--- config.mk ---
export PLATFORM = sky130hd
export DESIGN_NAME = hkma_ram
export DESIGN_NICKNAME = d
export VERILOG_FILES = /design/src/rtl/hkma_ram.sv
export SDC_FILE = /design/constraint.sdc
export NUM_CORES = 1
export LEC_CHECK = 0
export ABC_AREA = 1
export BUFFER_PORTS_ARGS = -buffer_cell sky130_fd_sc_hd__buf_2
export CORE_ASPECT_RATIO = 0.75
export CORE_MARGIN = 4
export CORE_UTILIZATION = 55
export DETAILED_ROUTE_END_ITERATION = 12
export HOLD_SLACK_MARGIN = 0.02
export PLACE_DENSITY = 0.81
export SYNTH_ARGS = -nofsm -noshare
export SYNTH_HDL_FRONTEND = slang
export SYNTH_SLANG_ARGS = --single-unit
--- constraint.sdc ---
create_clock -name clk -period 1.17 [get_ports clk]
set_clock_uncertainty 0.05 [all_clocks]
set_input_delay 0.234 -clock clk [delete_from_list [all_inputs] [get_ports clk]]
set_output_delay 0.234 -clock clk [all_outputs]
set_load 0.05 [all_outputs]
--- src/rtl/hkma_ram.sv ---
// Generic single-port-write, single-port-read RAM with registered read data.
module hkma_ram #(
	parameter int Width = 8,
	parameter int Depth = 16
) (
	input  logic                     clk,
	input  logic                     we,
	input  logic [$clog2(Depth)-1:0] waddr,
	input  logic [Width-1:0]         wdata,
	input  logic [$clog2(Depth)-1:0] raddr,
	output logic [Width-1:0]         rdata
);
	logic [Width-1:0] mem [Depth];

	// Write port and registered read port.
	always_ff @(posedge clk) begin
		if (we) begin
			mem[waddr] <= wdata;
		end
		rdata <= mem[raddr];
	end
endmodule

==> impl_metrics.env <==
export IMPL_p_total_mw=10.75
export IMPL_drt_wirelength_per_cell_um=16.53
export IMPL_min_path_type="in -> reg"
export IMPL_root_buffer="clkbuf_16"
export IMPL_timing_critical_path_from="rdata[3]"
export IMPL_fp_dieW_um=126.2
export IMPL_routed_wl_um=12400
export IMPL_syn2layout_area_growth_pct=18.49
export IMPL_r2r_start="mem[13][6]"
export IMPL_p_per_area_mw_per_mm2=1573
export IMPL_synth_cell_types=12
export IMPL_synth_area_mm2=0.005767
export IMPL_clock_latency_ns=0.41
export IMPL_io_pin_count=26
export IMPL_grtUsageTotal_pct=21.55
export IMPL_peakVddDrop_v=0.001652
export IMPL_syn_inst=551
export IMPL_required_ns=0.89
export IMPL_grt_pass1_wl_um=19650
export IMPL_synth_top_area_share_pct=66.65
export IMPL_violations="setup timing"
export IMPL_crit_path_end="rdata[3]"
export IMPL_seqPwrFrac_pct=51.2
export IMPL_fin_ws_ns=-0.04025
export IMPL_htree_levels=4
export IMPL_drive_above_1_share_pct=15.47
export IMPL_dr_pass1_iters=5
export IMPL_hpwlAfterDp_um=8038
export IMPL_ys_seq_elements=136
export IMPL_crit_buf_inv=1
export IMPL_cts_buffers=17
export IMPL_diodes=0
export IMPL_finalSetupViolations=3
export IMPL_rsz0062_at_grt="true"
export IMPL_slowest_delay_ns=0.37
export IMPL_worst_slew_pin_slew_ns=0.3519
export IMPL_critPathMaxFanout=1
export IMPL_gr_total_overflow=0
export IMPL_clk_pin_slew_ns=0.05
export IMPL_portBuffers=25
export IMPL_die_area_mm2=0.01220
export IMPL_synth_warnings=0
export IMPL_clockPowerShare_pct=40.6
export IMPL_cts_buffer_depth=2
export IMPL_period_share_pct=103.4
export IMPL_synthesis_nets=569
export IMPL_cp_end_kind="primary output"
export IMPL_cp_top_family="flip-flops"
export IMPL_placementRows=32
export IMPL_antenna_found_initial=0
export IMPL_relSlewSlack_pct=76.54
export IMPL_crit_type="reg -> out"
export IMPL_p_switching_mw=2.363
export IMPL_layout_nets=622
export IMPL_crit_chain="buf_8"
export IMPL_die_h_um=96.68
export IMPL_startpoint_type="flop"
export IMPL_gr_usage_met3_pct=5.850
export IMPL_sw_frac_of_total_pct=21.98
export IMPL_netlist_top_cell_by_area="edfxtp_1"
export IMPL_routabilityCongestion=0.8522
export IMPL_cts_tree="yes"
export IMPL_maxCapViolations=0
export IMPL_seq_area_frac_synth_pct=69.43
export IMPL_cts_sinks=136
export IMPL_post_route_util_pct=66.66
export IMPL_rr_worst_depth=6
export IMPL_r2r_slack_ns=0.09
export IMPL_core_area_mm2=0.01025
export IMPL_hold_depth=3
export IMPL_fmaxAchievable_mhz=826.3
export IMPL_status="complete, but fails checks"
export IMPL_arrival_ns=0.93
export IMPL_drt_initial_drc_count=412
export IMPL_met1_usage_pct=29.11
export IMPL_intPower_mw=8.385
export IMPL_via_count=3952
export IMPL_combPwrFrac_pct=8.2
export IMPL_top_usage_layer="met2"
export IMPL_grt_max_degree=61
export IMPL_worst_path_stages=1
export IMPL_syn_area_per_cell_um2=10.47
export IMPL_crit_slowest_cell="dfxtp_4"
export IMPL_hold_viol=0
export IMPL_period_minus_slack_ns=1.210
export IMPL_drc=0
export IMPL_avgViaCountPerCell=5.269
export IMPL_p_leak_nw=2.982
export IMPL_num_fill_cells=757
export IMPL_synthTopCellsByArea="edfxtp_1 (67%), nand2_1 (11%), nand3_1 (8.4%), inv_1 (6.5%), dfxtp_1 (2.8%)"
export IMPL_start_util_pct=56.26
export IMPL_r2r_end="rdata[6]"
export IMPL_final_max_slew_viol_count=0
export IMPL_grt_pass1_vias=3847
export IMPL_antenna_left=0
export IMPL_met2_usage_pct=33.63
==> area by class of cell <==
cell class	count	area, um^2	share of cell area, %
inverter	102	382.9	5.603
multi-input combinational	289	1226	17.95
tap	136	170.2	2.490
timing repair buffer	58	558.0	8.167
clock inverter	7	32.53	0.4761
clock buffer	22	444.2	6.501
sequential	136	4019	58.82
==> cells by family (layout without fill, tap and decap cells) <==
group	Yosys count	after routing	share of synthesized area, %
buf+inv	126	189	9.525
simple gates	289	289	21.05
flops	136	136	69.43
==> flip-flops by register name (all words and copies together), names as in the netlist <==
name,flops
mem,128
rdata,8
==> stage by stage <==
| stage | TNS [ns] | instances | cell area, um^2 | hold slack (ns) | setup slack (ns) |
|---|---|---|---|---|---|
| after floorplan | -5.548 | 551 | 5779 | 0.2829 | -0.06484 |
| after global placement | -11.14 | 721 | 6269 | 0.4868 | -0.1694 |
| after detailed placement | -14.71 | 721 | 6269 | 0.5090 | -0.2624 |
| after CTS | -0.2201 | 750 | 6830 | 0.07777 | -0.05761 |
| after global routing | -0.2673 | 750 | 6833 | 0.08780 | -0.05867 |
| final | -0.09440 | 750 | 6833 | 0.09044 | -0.04025 |
==> power groups by stage <==
| stage | clock (mW) | combinational [mW] | sequential (mW) |
|---|---|---|---|
| 6_report | 4.36 | 0.876 | 5.51 |
| 5_1_grt | 4.62 | 0.952 | 5.51 |
| 4_1_cts | 4.42 | 0.875 | 5.51 |
| 3_5_place_dp | 0 | 0.814 | 5.58 |
| 3_3_place_gp | 0 | 0.791 | 5.58 |
| 2_1_floorplan | 0 | 0.387 | 5.69 |
==> worst min-delay path by stage <==
stage | to | start
3_3_place_gp | rdata[1] | raddr[3]
4_1_cts | rdata[1] | raddr[3]
3_5_place_dp | rdata[1] | raddr[3]
5_1_grt | rdata[1] | raddr[3]
6_report | rdata[1] | raddr[3]
2_1_floorplan | mem[0][0] | wdata[0]
==> layout by cell type (no fill, tap or decap) <==
cell	instances
nor2_2	5
nand3_1	97
nand2_1	173
buf_6	2
edfxtp_1	128
clkbuf_16	17
nor2_1	12
buf_8	6
clkbuf_1	5
clkinv_1	2
nand3b_1	2
dfxtp_2	6
dfxtp_4	2
inv_1	100
buf_4	24
buf_2	17
buf_12	9
inv_2	2
clkinv_2	5
==> cell usage after synthesis (all sizes together) <==
master	instances
inv	102
edfxtp	128
dfxtp	8
buf	24
nor2	17
nand3	97
nand2	173
nand3b	2
==> worst min-delay path, cell delays in order <==
cell     delay (ns)
buf_2          0.13
nand3_1        0.10
nand2_1        0.05
==> what timing repair did <==
item                       CTS  global route
setup buffers                0             0
setup endpoints to repair    8             8
resized for setup           31             1
hold buffers                 0             0
==> layer usage <==
metal	vias to the layer above	routed length, um
li1	1877	-
met2	205	5895
met3	26	1309
met5	-	0
met4	0	317
met1	1844	4876
No activity file was read; power rests on OpenSTA's default activity.
