**config.mk**
```make
export PLATFORM = sky130hd
export DESIGN_NAME = hkma_hash
export DESIGN_NICKNAME = d
export VERILOG_FILES = /design/src/rtl/hkma_pkg.sv /design/src/rtl/hkma_hash.sv
export SDC_FILE = /design/constraint.sdc
export NUM_CORES = 1
export LEC_CHECK = 0
export BUFFER_PORTS_ARGS = -buffer_cell sky130_fd_sc_hd__buf_2
export CAP_MARGIN = 20
export CORE_ASPECT_RATIO = 0.75
export CORE_MARGIN = 2
export CORE_UTILIZATION = 38
export CTS_CLUSTER_SIZE = 14
export DETAILED_ROUTE_END_ITERATION = 10
export GPL_ROUTABILITY_DRIVEN = 0
export PLACE_DENSITY = 0.77
export SLEW_MARGIN = 20
export SYNTH_ARGS = -nofsm -noshare
export SYNTH_HDL_FRONTEND = slang
export SYNTH_SLANG_ARGS = --single-unit
```
**constraint.sdc**
```tcl
create_clock -name clk -period 2.87 [get_ports clk]
set_clock_uncertainty 0.2 [all_clocks]
set_input_delay 0.1435 -clock clk [delete_from_list [all_inputs] [get_ports clk]]
set_output_delay 0.1435 -clock clk [all_outputs]
set_load 0.01 [all_outputs]
```
**src/rtl/hkma_pkg.sv**
```systemverilog
// Package with shared constants, types and the slot hash constants for the key metric accumulator.
package hkma_pkg;

	localparam int TableSlots = 1024;
	localparam int SlotW      = $clog2(TableSlots);
	localparam int KeyW       = 64;
	localparam int ValW       = 64;
	// One entry: valid, key, invocations, sum a, sum b, sum c.
	localparam int EntryW     = 5 * ValW + 1;
	localparam int MemDepth   = 2 * TableSlots;
	localparam int MemAw      = SlotW + 1;

	localparam logic [63:0] HashBasis = 64'hCBF29CE484222325;
	localparam logic [63:0] HashPrime = 64'h00000100000001B3;

	localparam logic [1:0] StUpdated  = 2'd0;
	localparam logic [1:0] StInserted = 2'd1;
	localparam logic [1:0] StZeroKey  = 2'd2;
	localparam logic [1:0] StFull     = 2'd3;

	typedef struct packed {
		logic            valid;
		logic [ValW-1:0] sum_c;
		logic [ValW-1:0] sum_b;
		logic [ValW-1:0] sum_a;
		logic [ValW-1:0] invocations;
		logic [KeyW-1:0] key;
	} entry_t;

endpackage

```
**src/rtl/hkma_hash.sv**
```systemverilog
// Registered FNV-1a slot hash built from a shift and a small constant product.
module hkma_hash import hkma_pkg::*; (
	input  logic             clk,
	input  logic [KeyW-1:0]  key,
	output logic [SlotW-1:0] slot
);
	// The prime is 2^40 + 0x1B3; only the low bits of the product matter.
	logic [63:0] x_s1;
	logic [63:0] prod;

	always_ff @(posedge clk) begin
		x_s1 <= HashBasis ^ key;
	end

	assign prod = (x_s1 << 40) + (x_s1 * 64'h1B3);

	always_ff @(posedge clk) begin
		slot <= prod[SlotW-1:0];
	end
endmodule

```
==> results.yml <==
status:
  status: "finished, violations left"
  violations: "negative setup slack"
drt:
  wl_per_cell_um: 12.04
  via_count: 800
  finalWirelength_um: 2263
  dr.pass1.iters: 2
  vias_per_cell: 4.255
  ant_nets: 0
  remaining_drc_errors: 0
  drtIter0Drc: 2
critical_path:
  cpPeakStageDelay_ns: 0.53
  slowest_stage: "fa_1"
  start_kind: "flop"
  endpoint_kind: "flop"
  cp_max_fo: 2
  cp_cell_sequence: "ha_4 > inv_2 > fa_1 > inv_2 > ha_4 > inv_2 > fa_1 > inv_2 > ha_4 > o21ai_2 > o21bai_1 > a21oi_2 > xnor2_1"
  path_common_cell: "inv_2"
  required_ns: 2.82
  cp.buffers_inverters: 4
  critPathTopFamily: "adder cells"
  criticalPathCategory: "reg2reg"
  arrival_ns: 3.01
sta:
  final-setup-viol-count: 3
  tns_ns: -0.3511
  hold_violations: 0
  min_period_ns: 3.062
  worst_pin_slew_ns: 0.2525
  final_max_slew_viol_count: 0
  post-route-period-util_pct: 106.7
  fmax_ghz: 0.3266
  fin_ws_ns: -0.1920
  slew-limit-headroom_pct: 83.05
  rsz0062_at_grt: "true"
power:
  power_mw: 1.276
  ir_drop_mv: 0.3856
  cellPowerDensity_nw_per_um2: 721.8
  leakage_nw: 0.8566
floorplanning:
  die_x_um: 68.11
  core_area_um2: 2935
  num_rows: 17
  die_area_um2: 3547
  io_pins: 75
  initial_utilization_pct: 39.90
  die_y_um: 52.08
cts:
  clkLatencyLatePin_ns: 0.26
  path_clk_slew_ns: 0.07
  cts.sinks: 20
  cts_max_path_buffers: 2
  clockRootBuffer: "clkbuf_8"
  cts_buffers: 3
  cts_tree: "built"
  htreeDepth: 1
yosys:
  yosysWarnings: 0
  yosysSeqAreaShare_pct: 34.19
  syn_area_um2: 1171
  syn_inst: 103
  synth.area.top_cells: "dfxtp_1 34%, ha_1 27%, fa_1 15%"
  synth.top_cell.area_share_pct: 34.19
  yosys.area.top_type: "dfxtp_1"
  synth.distinct_cells: 12
  synth_nets: 202
  avgSynthCellArea_um2: 11.37
  ys_ff_latch: 20
placement:
  dp_hpwl_um: 1764
  portBuffers: 20
final_layout:
  multiInputGateArea_um2: 833.3
  diodes: 0
  n_fill_cell: 224
  drive_gt1_share_pct: 48.67
  syn_to_final_growth_pct: 50.96
  fin_nets: 250
  fin_util_pct: 60.23
  regArea_um2: 409.1
run:
  maxCapViolations: 0
global_routing:
  antenna_found_initial: 0
  grt_pass1_wl_um: 3691
  grt_max_degree: 13
  grt_pass1_vias: 829
  grt_use_total_pct: 14.63
  grt_remaining_overflow: 0
hold_path:
  hold_path.class: "reg2reg"
[stage by stage]
stage          area (um2)  cells  worst slack (ns)  hold slack [ns]
2_1_floorplan        1219    103          -0.02106         -0.02878
3_3_place_gp         1456    173           -0.1180          0.04595
3_5_place_dp         1456    173           -0.2835          0.04710
4_1_cts              1734    187           -0.1568           0.2926
5_1_grt              1768    188           -0.2780           0.3106
6_report             1768    188           -0.1920           0.2906
[layout by cell type (no fill, tap or decap), types with 2 or more instances in the layout]
master | netlist | routed
ha_2 | 0 | 3
a21oi_2 | 0 | 2
ha_4 | 0 | 10
dfxtp_1 | 20 | 13
clkbuf_8 | 0 | 3
fa_2 | 0 | 3
xnor2_2 | 0 | 2
a21o_1 | 2 | 2
buf_2 | 0 | 20
buf_4 | 0 | 13
fa_1 | 9 | 6
inv_2 | 0 | 7
inv_1 | 29 | 22
dlygate4sd3_1 | 0 | 10
ha_1 | 25 | 12
dfxtp_2 | 0 | 7
xnor2_1 | 10 | 8
[synth_stat cells]
cell / n
a211oi_1: 1
a21o_1: 2
a21oi_1: 3
dfxtp_1: 20
fa_1: 9
ha_1: 25
inv_1: 29
o21ai_0: 1
o21bai_1: 1
xnor2_1: 10
xnor3_1: 1
xor2_1: 1
[worst paths after layout]
kind                                       from               to  slack (ns)  cells past startpoint
worst max register to register  x_s1[7]$_DFF_P_  slot[9]$_DFF_P_       -0.19                     13
worst min-delay path            x_s1[0]$_DFF_P_  slot[0]$_DFF_P_        0.29                      1
worst min register to register  x_s1[0]$_DFF_P_  slot[0]$_DFF_P_        0.29                      1
worst max-delay path            x_s1[7]$_DFF_P_  slot[9]$_DFF_P_       -0.19                     13
[layer usage]
metal	share of wire (%)	global-route usage, %	vias up	routed length (um)
met3	4.1	4.545	4	92
met2	50	25.24	20	1122
met5	0	0	-	0
li1	-	-	408	-
met1	45	17.50	368	1012
met4	1.6	4.000	0	36
[power by group]
part,leakage (nW),switching (mW),internal (mW)
clock network,0.0357,0.0884,0.186
logic,0.652,0.294,0.353
registers,0.169,0.0154,0.340
[cell families after synthesis]
| logic type | after synthesis | share of synthesized area [%] |
|---|---|---|
| buffers and inverters | 29 | 9.294 |
| xor gates and xnor gates | 12 | 10.15 |
| AOI/OAI and AO/OA | 8 | 4.273 |
| adders and majority gates | 34 | 42.09 |
| DFF | 20 | 34.19 |
[final cells by class]
class | instances | share of cell area (%)
tap | 38 | 2.689
clock inverter | 1 | 1.699
multi-input combinational | 54 | 47.13
sequential | 20 | 23.14
inverter | 29 | 6.157
timing repair buffer | 43 | 16.84
clock buffer | 3 | 2.335
[flip-flops by register name, indices dropped and copies added, names as in the netlist]
register / flops
slot: 10
x_s1: 10
[what timing repair did]
item	4_1_cts	5_1_grt
hold buffers	10	0
endpoints found under the hold margin	10	0
pin swaps	12	10
gates resized for setup	21	7
setup endpoints to repair	4	3
buffers inserted	0	1
(Power assumes the default switching activity.)
